<file path="config.mk">
export PLATFORM = sky130hd
export DESIGN_NAME = spectrum_bar_peak_hold_unit
export DESIGN_NICKNAME = d
export VERILOG_FILES = /design/src/spb_pkg.sv /design/src/spb_ram.sv /design/src/spb_update.sv /design/src/spectrum_bar_peak_hold_unit.sv
export SDC_FILE = /design/constraint.sdc
export NUM_CORES = 1
export LEC_CHECK = 0
export ABC_AREA = 1
export ABC_CLOCK_PERIOD_IN_PS = 18600
export BUFFER_PORTS_ARGS = -buffer_cell sky130_fd_sc_hd__buf_2
export CAP_MARGIN = 20
export CORE_MARGIN = 2
export CORE_UTILIZATION = 40
export CTS_CLUSTER_DIAMETER = 60
export CTS_CLUSTER_SIZE = 25
export DETAILED_ROUTE_END_ITERATION = 8
export PLACE_DENSITY = 0.55
export SYNTH_ARGS = -nofsm -noshare
export SYNTH_HDL_FRONTEND = slang
export SYNTH_HIERARCHICAL = 1
export SYNTH_SLANG_ARGS = --single-unit
</file>
<file path="constraint.sdc">
create_clock -name clk -period 18.6 [get_ports clk]
set_input_delay 3.72 -clock clk [delete_from_list [all_inputs] [get_ports clk]]
set_output_delay 3.72 -clock clk [all_outputs]
set_load 0.01 [all_outputs]
</file>
<file path="src/spb_pkg.sv">
package spb_pkg;

  localparam int NUM_BARS     = 64;
  localparam int NUM_CHANNELS = 125;

  localparam int BAR_W       = $clog2(NUM_BARS);
  localparam int CH_W        = 7;
  localparam int HT_W        = 6;
  localparam int ROW_W       = 64;
  localparam int CNT_W       = 7;
  localparam int FRM_W       = 32;
  localparam int IN_TDATA_W  = 16;
  localparam int OUT_TDATA_W = 128;
  localparam int CFG_IDX_W   = 1;
  localparam int CFG_DATA_W  = 6;

  localparam logic [HT_W-1:0]  MAX_HEIGHT_RST = HT_W'(40);
  localparam logic [CH_W-1:0]  TOP_CH         = CH_W'(NUM_CHANNELS - 1);
  localparam logic [CNT_W-1:0] CNT_MAX        = '1;

  typedef enum logic [CFG_IDX_W-1:0] {
    REG_SCAN_ENABLE = 1'b0,
    REG_MAX_HEIGHT  = 1'b1
  } cfg_reg_t;

  typedef logic [BAR_W-1:0] bar_t;
  typedef logic [HT_W-1:0]  ht_t;

  typedef struct packed {
    ht_t peak_h;
    ht_t bar_h;
  } bar_state_t;

  typedef bar_t bar_lut_t [2**CH_W];

  function automatic bar_lut_t build_bar_lut();
    bar_lut_t lut;
    for (int i = 0; i < 2**CH_W; i++) begin
      lut[i] = BAR_W'((i * (NUM_BARS - 1)) / (NUM_CHANNELS - 1));
    end
    return lut;
  endfunction

  localparam bar_lut_t BAR_LUT = build_bar_lut();

endpackage

</file>
<file path="src/spb_ram.sv">
module spb_ram #(
  parameter int ADDR_W = 6,
  parameter int DATA_W = 12
) (
  input  logic              clk,
  input  logic              we,
  input  logic [ADDR_W-1:0] waddr,
  input  logic [DATA_W-1:0] wdata,
  input  logic              re,
  input  logic [ADDR_W-1:0] raddr,
  output logic [DATA_W-1:0] rdata
);

  logic [DATA_W-1:0] mem [2**ADDR_W];

  always_ff @(posedge clk) begin
    if (we) begin
      mem[waddr] <= wdata;
    end
  end

  always_ff @(posedge clk) begin
    if (re) begin
      rdata <= mem[raddr];
    end
  end

endmodule

</file>
<file path="src/spb_update.sv">
module spb_update (
  input  logic                strong_sig,
  input  logic                carrier,
  input  spb_pkg::ht_t        max_height,
  input  spb_pkg::bar_state_t old_st,
  output spb_pkg::bar_state_t new_st,
  output logic                hit
);

  import spb_pkg::*;

  ht_t target;
  ht_t h;
  ht_t p;

  always_comb begin
    priority if (strong_sig) begin
      target = max_height;
    end else if (carrier) begin
      target = max_height >> 1;
    end else begin
      target = '0;
    end
  end

  assign hit = (target != '0);

  always_comb begin
    priority if (target > old_st.bar_h) begin
      h = target;
    end else if (old_st.bar_h != '0) begin
      h = old_st.bar_h - HT_W'(1);
    end else begin
      h = '0;
    end
  end

  always_comb begin
    priority if (h > old_st.peak_h) begin
      p = h;
    end else if (old_st.peak_h != '0) begin
      p = old_st.peak_h - HT_W'(1);
    end else begin
      p = '0;
    end
  end

  assign new_st.bar_h  = h;
  assign new_st.peak_h = p;

endmodule

</file>
<file path="src/spectrum_bar_peak_hold_unit.sv">
// An accepted beat is held in the input stage, and its result beat is registered into the
// output stage once that stage is empty or its beat is being taken.
// Throughput: one input beat per cycle, sustained while the output is not stalled, limited
// by the single read-modify-write of the bar memory, with a bypass for back-to-back beats on one bar.
// Reset (rst_n, synchronous, active low) empties the pipeline, restores the
// configuration defaults and makes every bar and peak read as zero at once.
module spectrum_bar_peak_hold_unit (
  input  logic                                clk,
  input  logic                                rst_n,
  input  logic                                in_tvalid,
  output logic                                in_tready,
  // [6:0] channel, [7] strong_signal, [8] carrier_seen, zero above.
  input  logic [spb_pkg::IN_TDATA_W-1:0]      in_tdata,
  output logic                                out_tvalid,
  input  logic                                out_tready,
  // [5:0] bar_index, [11:6] bar_height, [17:12] peak_height,
  // [81:18] waterfall_row, [88:82] signals_found, [120:89] frame_count,
  // zero above.
  output logic [spb_pkg::OUT_TDATA_W-1:0]     out_tdata,
  output logic                                out_tlast,
  input  logic                                cfg_we,
  input  logic [spb_pkg::CFG_IDX_W-1:0]       cfg_addr,
  input  logic [spb_pkg::CFG_DATA_W-1:0]      cfg_wdata
);

  import spb_pkg::*;

  logic                    scan_en_r;
  ht_t                     max_h_r;

  logic [CH_W-1:0]         in_ch;
  logic                    in_take;
  bar_t                    in_bar;

  logic                    a_valid_r;
  bar_t                    a_bar_r;
  logic                    a_strong_r;
  logic                    a_carrier_r;
  logic                    a_top_r;
  logic                    a_fire;
  logic                    fwd_r;
  bar_state_t              fwd_st_r;
  logic                    rd_vld_r;
  logic [NUM_BARS-1:0]     vld_r;
  logic [$bits(bar_state_t)-1:0] ram_rdata;
  bar_state_t              old_st;
  bar_state_t              new_st;
  logic                    hit;

  logic [NUM_BARS-1:0]     occ_r;
  logic [NUM_BARS-1:0]     occ_nxt;
  logic [CNT_W-1:0]        cnt_r;
  logic [CNT_W-1:0]        cnt_nxt;
  logic [FRM_W-1:0]        frames_r;
  logic [FRM_W-1:0]        frames_nxt;

  logic                    out_valid_r;
  logic                    out_last_r;
  logic [OUT_TDATA_W-1:0]  out_data_r;
  logic [OUT_TDATA_W-1:0]  out_data_nxt;

  always_ff @(posedge clk) begin
    if (!rst_n) begin
      scan_en_r <= 1'b0;
      max_h_r   <= MAX_HEIGHT_RST;
    end else if (cfg_we) begin
      unique case (cfg_reg_t'(cfg_addr))
        REG_SCAN_ENABLE: scan_en_r <= cfg_wdata[0];
        REG_MAX_HEIGHT:  max_h_r   <= cfg_wdata[HT_W-1:0];
      endcase
    end
  end

  assign in_ch     = in_tdata[CH_W-1:0];
  assign in_bar    = BAR_LUT[in_ch];
  assign a_fire    = a_valid_r && (!out_valid_r || out_tready);
  assign in_tready = !a_valid_r || a_fire;
  assign in_take   = in_tvalid && in_tready && scan_en_r && (in_ch <= TOP_CH);

  always_ff @(posedge clk) begin
    if (!rst_n) begin
      a_valid_r <= 1'b0;
      fwd_r     <= 1'b0;
    end else begin
      if (in_tready) begin
        a_valid_r <= in_take;
      end
      if (in_take) begin
        fwd_r <= a_fire && (a_bar_r == in_bar);
      end
    end
  end

  always_ff @(posedge clk) begin
    if (in_take) begin
      a_bar_r     <= in_bar;
      a_strong_r  <= in_tdata[CH_W];
      a_carrier_r <= in_tdata[CH_W+1];
      a_top_r     <= (in_ch == TOP_CH);
      fwd_st_r    <= new_st;
      rd_vld_r    <= vld_r[in_bar];
    end
  end

  always_ff @(posedge clk) begin
    if (!rst_n) begin
      vld_r <= '0;
    end else if (a_fire) begin
      vld_r[a_bar_r] <= 1'b1;
    end
  end

  spb_ram #(
    .ADDR_W (BAR_W),
    .DATA_W ($bits(bar_state_t))
  ) u_ram (
    .clk   (clk),
    .we    (a_fire),
    .waddr (a_bar_r),
    .wdata (new_st),
    .re    (in_take),
    .raddr (in_bar),
    .rdata (ram_rdata)
  );

  always_comb begin
    priority if (fwd_r) begin
      old_st = fwd_st_r;
    end else if (rd_vld_r) begin
      old_st = bar_state_t'(ram_rdata);
    end else begin
      old_st = '0;
    end
  end

  spb_update u_update (
    .strong_sig (a_strong_r),
    .carrier    (a_carrier_r),
    .max_height (max_h_r),
    .old_st     (old_st),
    .new_st     (new_st),
    .hit        (hit)
  );

  always_comb begin
    occ_nxt          = occ_r;
    occ_nxt[a_bar_r] = (new_st.bar_h != '0);
  end

  assign cnt_nxt    = (hit && (cnt_r != CNT_MAX)) ? cnt_r + CNT_W'(1) : cnt_r;
  assign frames_nxt = frames_r + FRM_W'(1);

  always_ff @(posedge clk) begin
    if (!rst_n) begin
      occ_r    <= '0;
      cnt_r    <= '0;
      frames_r <= '0;
    end else if (a_fire) begin
      occ_r <= occ_nxt;
      if (a_top_r) begin
        cnt_r    <= '0;
        frames_r <= frames_nxt;
      end else begin
        cnt_r <= cnt_nxt;
      end
    end
  end

  always_comb begin
    out_data_nxt = '0;
    out_data_nxt[BAR_W-1:0]         = a_bar_r;
    out_data_nxt[BAR_W+HT_W-1:BAR_W] = new_st.bar_h;
    out_data_nxt[BAR_W+2*HT_W-1:BAR_W+HT_W] = new_st.peak_h;
    if (a_top_r) begin
      out_data_nxt[BAR_W+2*HT_W +: ROW_W] = ROW_W'(occ_nxt);
      out_data_nxt[BAR_W+2*HT_W+ROW_W +: CNT_W] = cnt_nxt;
      out_data_nxt[BAR_W+2*HT_W+ROW_W+CNT_W +: FRM_W] = frames_nxt;
    end
  end

  always_ff @(posedge clk) begin
    if (!rst_n) begin
      out_valid_r <= 1'b0;
    end else if (a_fire) begin
      out_valid_r <= 1'b1;
    end else if (out_tready) begin
      out_valid_r <= 1'b0;
    end
  end

  always_ff @(posedge clk) begin
    if (a_fire) begin
      out_data_r <= out_data_nxt;
      out_last_r <= a_top_r;
    end
  end

  assign out_tvalid = out_valid_r;
  assign out_tdata  = out_data_r;
  assign out_tlast  = out_last_r;

endmodule

</file>
== Yosys cells after proc, flatten, opt, wreduce, memory -nomap -nowiden ==
Memory sizes are Yosys's and may differ from the RTL's. A register that Yosys moved wholly into a read port is not among the register bits.
Index checks and enable logic that the tools add are counted.

* Magnitude comparators: 7
* Reduce and logical (&&, ||, !) cells: 19
* Add/sub/neg operators: 4
* Bitwise gates (word level): 3
* Equal/unequal tests: 3
* Divide/modulo/power cells: 0
* $mul: 0
* Mux-type cells: 21
* Shifts and indexed selects: 0

{| class="wikitable"
|+ Operators with widths
! operator !! count
|-
| $bwmux W64 || 1
|-
| $or A64 B64 Y64 || 1
|-
| $mux W6 || 7
|-
| $add A32 B1 Y32 const B || 1
|-
| $mux W12 || 2
|-
| $reduce_bool A6 Y1 || 4
|-
| $lt A6 B7 Y1 const B || 2
|-
| $mux W7 || 2
|-
| $gt A6 B6 Y1 || 2
|-
| $sub A6 B1 Y6 const B || 2
|-
| $ge A8 B8 Y1 const B || 1
|-
| $not A7 Y8 || 1
|-
| $add A7 B1 Y7 const B || 1
|-
| $eq A7 B7 Y1 const B || 1
|-
| $le A7 B7 Y1 const B || 1
|-
| $logic_and A1 B1 Y1 || 7
|-
| $ne A7 B7 Y1 const B || 1
|-
| $bmux W1 S6 || 1
|-
| $demux W1 S6 || 1
|-
| $eq A6 B6 Y1 || 1
|-
| $ge A6 B1 Y1 const B || 1
|-
| $mux W1 || 6
|-
| $reduce_and A2 Y1 || 3
|-
| $mux W5 || 1
|-
| 4 further kinds || 6
|}

* RAM bits: 768
* Memory bits (read-only): 768
* Latch bits: 0
* Output and inout bits: 131
* Memories kept: 2
* Flip-flop bits (word level): 321

{| class="wikitable"
|+ Memories
! memory !! words !! width !! rd ports !! clocked after Yosys merged registers in !! write ports !! RTL line !! RTL
|-
| (no name shown) || 128 || 6 || 1 || 0 || 0 || spectrum_bar_peak_hold_unit.sv:75 || <nowiki>assign in_bar = BAR_LUT[in_ch];</nowiki>
|-
| u_ram.mem || 64 || 12 || 1 || 1 || 1 || spb_ram.sv:14 || <nowiki>logic [DATA_W-1:0] mem [2**ADDR_W];</nowiki>
|}

== Longest topological paths before layout ==
* Word-level depth: 7
* Depth in mapped cells: 24
* Depth with buffers taken out: 23

== By module ==
The synthesis kept the hierarchy.

{| class="wikitable"
|+ By module, submodules not included
! module !! instances !! area an instance (µm²) !! cells an instance
|-
| spb_ram || 1 || 31795.5 || 2661
|-
| spectrum_bar_peak_hold_unit || 1 || 13982.2 || 1583
|-
| spb_update || 1 || 897.1 || 167
|}

== Least setup slack after synthesis ==
No wires, ideal clock.

* Path kind: input to register
* Start: in out_tready
* End: mem u_ram.mem[48][0] (enable)
* Path buffers: 2
* Path slack: 8.661 ns
* Required time: 18.187 ns
* Cell stages on the path: 8
* Data arrival time: 9.526 ns
* Cell sequence: inv_1 nand2_1 nand2_1 inv_2 buf_1 clkbuf_1 nand4_1 nor4_1

* Longest elaborated chain between the ends: 4

{| class="wikitable"
|+ Ends and longest elaborated chain
! item !! RTL line !! RTL
|-
| from (decl) || spectrum_bar_peak_hold_unit.sv:15 || <nowiki>input logic out_tready,</nowiki>
|-
| $logic_or A1 B1 Y1 || spectrum_bar_peak_hold_unit.sv:76 || <nowiki>assign a_fire = a_valid_r && (!out_valid_r || out_tready);</nowiki>
|-
| $logic_and A1 B1 Y1 || spectrum_bar_peak_hold_unit.sv:76 ||
|-
| named net a_fire || spectrum_bar_peak_hold_unit.sv:40 || <nowiki>logic a_fire;</nowiki>
|-
| $mux W1 || spb_ram.sv:17 || <nowiki>if (we) begin</nowiki>
|-
| $mux W1 (not written as such) || spb_ram.sv:18 || <nowiki>mem[waddr] <= wdata;</nowiki>
|-
| to (decl) || spb_ram.sv:14 ||
|}

The timed path passes the listed nets, and every way through them passes these cells.

== Worst setup path after layout ==
* Start: in in_tdata[1] (netlist name)
* End: reg u_ram.rdata[9], read port of u_ram.mem (data pin)

* Longest elaborated chain between the ends: 4
* Elaborated cells on any way between the ends: 6
* Those cells by class: order compare: 1; mux: 2; bitwise: 1; reduce/logical: 1; memory: 1

{| class="wikitable"
|+ Ends and longest elaborated chain
! item !! RTL line !! RTL
|-
| from (decl) || spectrum_bar_peak_hold_unit.sv:13 || <nowiki>input logic [spb_pkg::IN_TDATA_W-1:0] in_tdata,</nowiki>
|-
| $not A7 Y8 (not written as such) || spectrum_bar_peak_hold_unit.sv:75 ||
|-
| $mem_v2 Z128 W6 || n/a ||
|-
| $mux W6 (not written as such) (2 in a row) || spectrum_bar_peak_hold_unit.sv:75 ||
|-
| named net in_bar[0] || spectrum_bar_peak_hold_unit.sv:33 || <nowiki>bar_t in_bar;</nowiki>
|-
| to (decl) || spb_ram.sv:11 || <nowiki>output logic [DATA_W-1:0] rdata</nowiki>
|}

The timed path passes the listed nets, and every way through them passes these cells. The select of a mux whose other input is x is not followed.
A chain may end at the register's enable or synchronous reset.

==> run summary <==
The number of H-tree levels is 3, and the number of cells traversed by the worst register-to-register path is 18. At the end of the flow, the number of nets in the layout was 4530. Count of non-filler cells in the finished layout: 6077.

The compound-cell area share of the yosys netlist came out at 3.70%. For the worst setup path, the data required time is 19.12 ns. In this run the core area contains 125 standard-cell rows.

Dividing the detail-routed via count by the number of cells gives 5.24. Of all nets on the critical path, the largest fanout is 157. The final route contains 31900 vias. The worst-case IR drop observed on VDD is 0.0675 mV.

The hold violation count in the final report is 0. By area, the combinational part of the netlist is dominated by simple AND/OR/NAND/NOR gates. The number of CTS-inserted buffers was 83; the power per cell area was 102 nW/um^2. The worst hold path was traced through 2 stages. Headroom to the max-slew limit came out at 17.3%. TritonCTS built the clock tree. Counting every instance in the synthesized netlist gives 4411. Initial antenna violation count: 0. The final antenna-violating net count is 0. The count of buffers inserted at the top-level ports came out at 144. Setup violations remaining at the end of the flow were counted as 0.

For this run, the detailed router's first-pass iteration total came to 7. In this run, synthesis produced a sequential element count of 1101. The worst register-to-register path ends at occ_r[53]. Entering global routing, the biggest net connects 211 pins. The synthesis-to-finish area growth works out to 10.9%. The post-route minimum period came out at 8.55 ns. The fraction of the yosys area taken by sequential cells came out at 67.0%.

The data arrival time at the worst-slack endpoint is 9.07 ns. After synthesis, the share of cell area in mux cells is 0.0214%. Cells with a size suffix above 1 make up 10.3% of the layout. The run gives 0 as the remaining design rule violation count. Setup repair after global routing left no endpoint under its margin.

Clock-pin slew was measured on the worst setup and hold paths at 0.08 ns. The adder and majority cell fraction of the synthesized area is 0.590%, and the number of max-slew violations in the final report is 0. After Yosys synthesis, XOR and XNOR cells account for 0.692% of the synthesized area. The start-to-end type of the worst setup path was input pin to flop. Counting tap cells, the placed design contains a total of 5907 instances. The worst setup path is captured at a flop. The setup TNS after final layout was 0 ns. Global routing consumed, over all layers together, 20.2% of the routing resources. The post-synthesis simple-gate area fraction is 23.1%, and the wire length of the first global-routing pass is 186 mm. The width of the chip came out at 346 um.

The tools report the startpoint of the worst-slack reg-to-reg timing path as fwd_r. STA classifies the critical path startpoint as an input pin. The proportion of register bits with asynchronous set or reset after synthesis is 0%. The tightest min-delay check is of the flop to flop type.

The number of setup buffers added after CTS is 0. Dividing the detail-routed wire length by the instance count gives 20.3 um. The initial core utilization is 40.3%.

For hold timing, the worst endpoint is vld_r[61]. In this run, synthesis inferred 924 flip-flops with an integrated enable. The iteration-0 DRC count of the detailed router was 3024; the maximum count of clock buffers along a single path was 3.

The tools report the count of pins on the block boundary as 159. The run gives 0.0278 ns as the setup clock skew after layout. In this run the static leakage power is 0.0184 uW. The routed design has 124 mm of wire.

The number of global-route vias before repair was 29300. The number of distinct library cells after synthesis was 54. The tools report the number of sinks on the clock net as 1101. The die covers 119000 um^2. The total half-perimeter wirelength after legalization and detailed placement is 68.9 mm, and the number of max-cap violations is 0. The remaining global-route overflow was 0.

The core area came out at 116000 um^2. The tools report the cell chosen for the clock root as clkbuf_16. Based on the critical path, the design can be clocked at up to 117 MHz. The ratio of final minimum period to clock period is 45.9%, and the average cell area after synthesis is 10.6 um^2.

The run gives 0 as the number of instances resized during post-cts repair. The clock latency of the later-clocked register in the worst-skew pair is 0.68 ns, and the total design power is 5270 uW. In the synthesized netlist the dominant register cell turns out to be edfxtp_1. The run finished with clean final reports. The run gives 46700 um^2 as the summed instance area of the synthesized netlist. The Yosys step of the flow raised 6 warnings. The run gives 13.78 ns as the internal reg-to-reg setup slack.

Counting the fill cells in the layout gives 10800. The number of hold buffers added after CTS was 0. The measured slew at the worst slew-check pin came out at 1.24 ns.

The floorplan step set the die height to 346 um. The hold path startpoint was vld_r[61]. Leaving out fill and tap cells, the most frequent cell in the layout is nand2_1.

The library cells used most frequently in the layout, excluding fill and tap cells, are nand2_1 (1162), edfxtp_1 (924), nand3_1 (779). The congestion estimate from routability-driven global placement came to 0.850.
[kinds of logic after synthesis]
group | count (synthesis)
buffers and inverters | 464
AOI/OAI and AO/OA | 289
and+or+nand+nor | 2497
DFF | 1101
xor gates and xnor gates | 36
muxes | 1
adders and majority gates | 22
other | 1
[through the flow]
step           setup slack (ns)  util, %  hold slack [ns]  instance area, um^2
4_1_cts                   10.12     44.6            0.461                51600
3_5_place_dp               9.39     42.0            0.449                48600
2_1_floorplan              8.66        -            0.421                46700
6_report                  10.05     44.7            0.459                51700
5_1_grt                    9.75     44.6            0.475                51700
3_3_place_gp               9.39     41.9            0.440                48600
[worst max path at each step]
stage | from | to | slack, ns | depth (start not counted)
6_report | in_tdata[1] | u_ram/rdata[9] | 10.05 | 20
5_1_grt | in_tdata[1] | u_ram/rdata[0] | 9.75 | 20
4_1_cts | in_tdata[1] | u_ram/rdata[9] | 10.12 | 20
3_5_place_dp | in_tdata[1] | u_ram/rdata[9] | 9.39 | 20
3_3_place_gp | in_tdata[1] | u_ram/rdata[9] | 9.39 | 20
2_1_floorplan | out_tready | u_ram/mem[48][0] | 8.66 | 8
[sequential cells by signal (all words and copies together) (netlist names)]
name / flops
u_ram/mem: 768
out_tdata: 121
occ_r: 64
vld_r: 64
frames_r: 32
fwd_st_r: 12
u_ram/rdata: 12
cnt_r: 7
a_bar_r: 6
max_h_r: 6
a_carrier_r: 1
a_strong_r: 1
a_top_r: 1
a_valid_r: 1
fwd_r: 1
out_tlast: 1
out_tvalid: 1
rd_vld_r: 1
scan_en_r: 1
[worst max-delay path, cell delays in order]
cell and delay [ns]:
buf_2 0.16, inv_1 0.06, ha_1 0.26, inv_1 0.05, o21ai_0 0.09, nand2_2 0.09
nand2_4 0.25, nand2_4 0.53, inv_8 0.32, clkinv_8 0.61, buf_4 0.81, buf_4 0.81
nand2_1 0.10, nand3_1 0.11, nand3_1 0.17, nand2_1 0.21, nand2_1 0.08, nand3_1 0.18
nand3_1 0.10, nand2_1 0.14
[cells in the mapped netlist (3+ instances only)]
cell type  count  area [um^2]
nand4_1       21          131
a211oi_1      64          480
nand3b_1      20          150
xor2_1        32          280
o21ai_1        4         20.0
buf_1         13         48.8
o21ai_0       82          410
ha_1          22          275
nor2_2         7         43.8
nand2_1     1169         4390
inv_2         11         41.3
xnor2_1        3         26.3
edfxtp_1     924        27700
and2_1         5         31.3
o22ai_1       15         93.8
buf_2         87          435
nor2_1       379         1420
nand3_2        5         50.1
nor3_1        79          395
nand2_2        9         56.3
buf_6         39          439
dfxtp_1      177         3540
inv_1        191          717
clkbuf_1      95          357
nand3_1      779         3900
a21oi_1      107          536
buf_4         25          188
nor2_4         4         45.0
nor4_1        10         62.6
[power by group]
part           internal, uW  switching, uW  leakage, uW  total (uW)
Combinational           115            438      0.00726         554
Sequential             2760           3.87      0.00965        2760
Clock                   953           1000      0.00145        1950
Total                  3830           1440       0.0184        5270
[final cells by class]
class	count	area, um^2	area share (%)
diodes	2	5.00	0.00967
clock buffers	87	2160	4.17
clock inverters	69	840	1.62
inverters	204	801	1.55
multi-input cells	2852	13300	25.6
flip-flops and latches	1101	31300	60.5
well taps	1524	1910	3.68
repair buffers	238	1480	2.86
[metal layers]
layer  routed length [um]  GRT usage, %  up-vias
met3                 6700          2.63      131
li1                     -             -    15400
met5                    0             0        -
met4                 2510          5.16        0
met1                54600          28.0    15500
met2                59800          33.7      860
No activity file was read; power rests on OpenSTA's default activity.
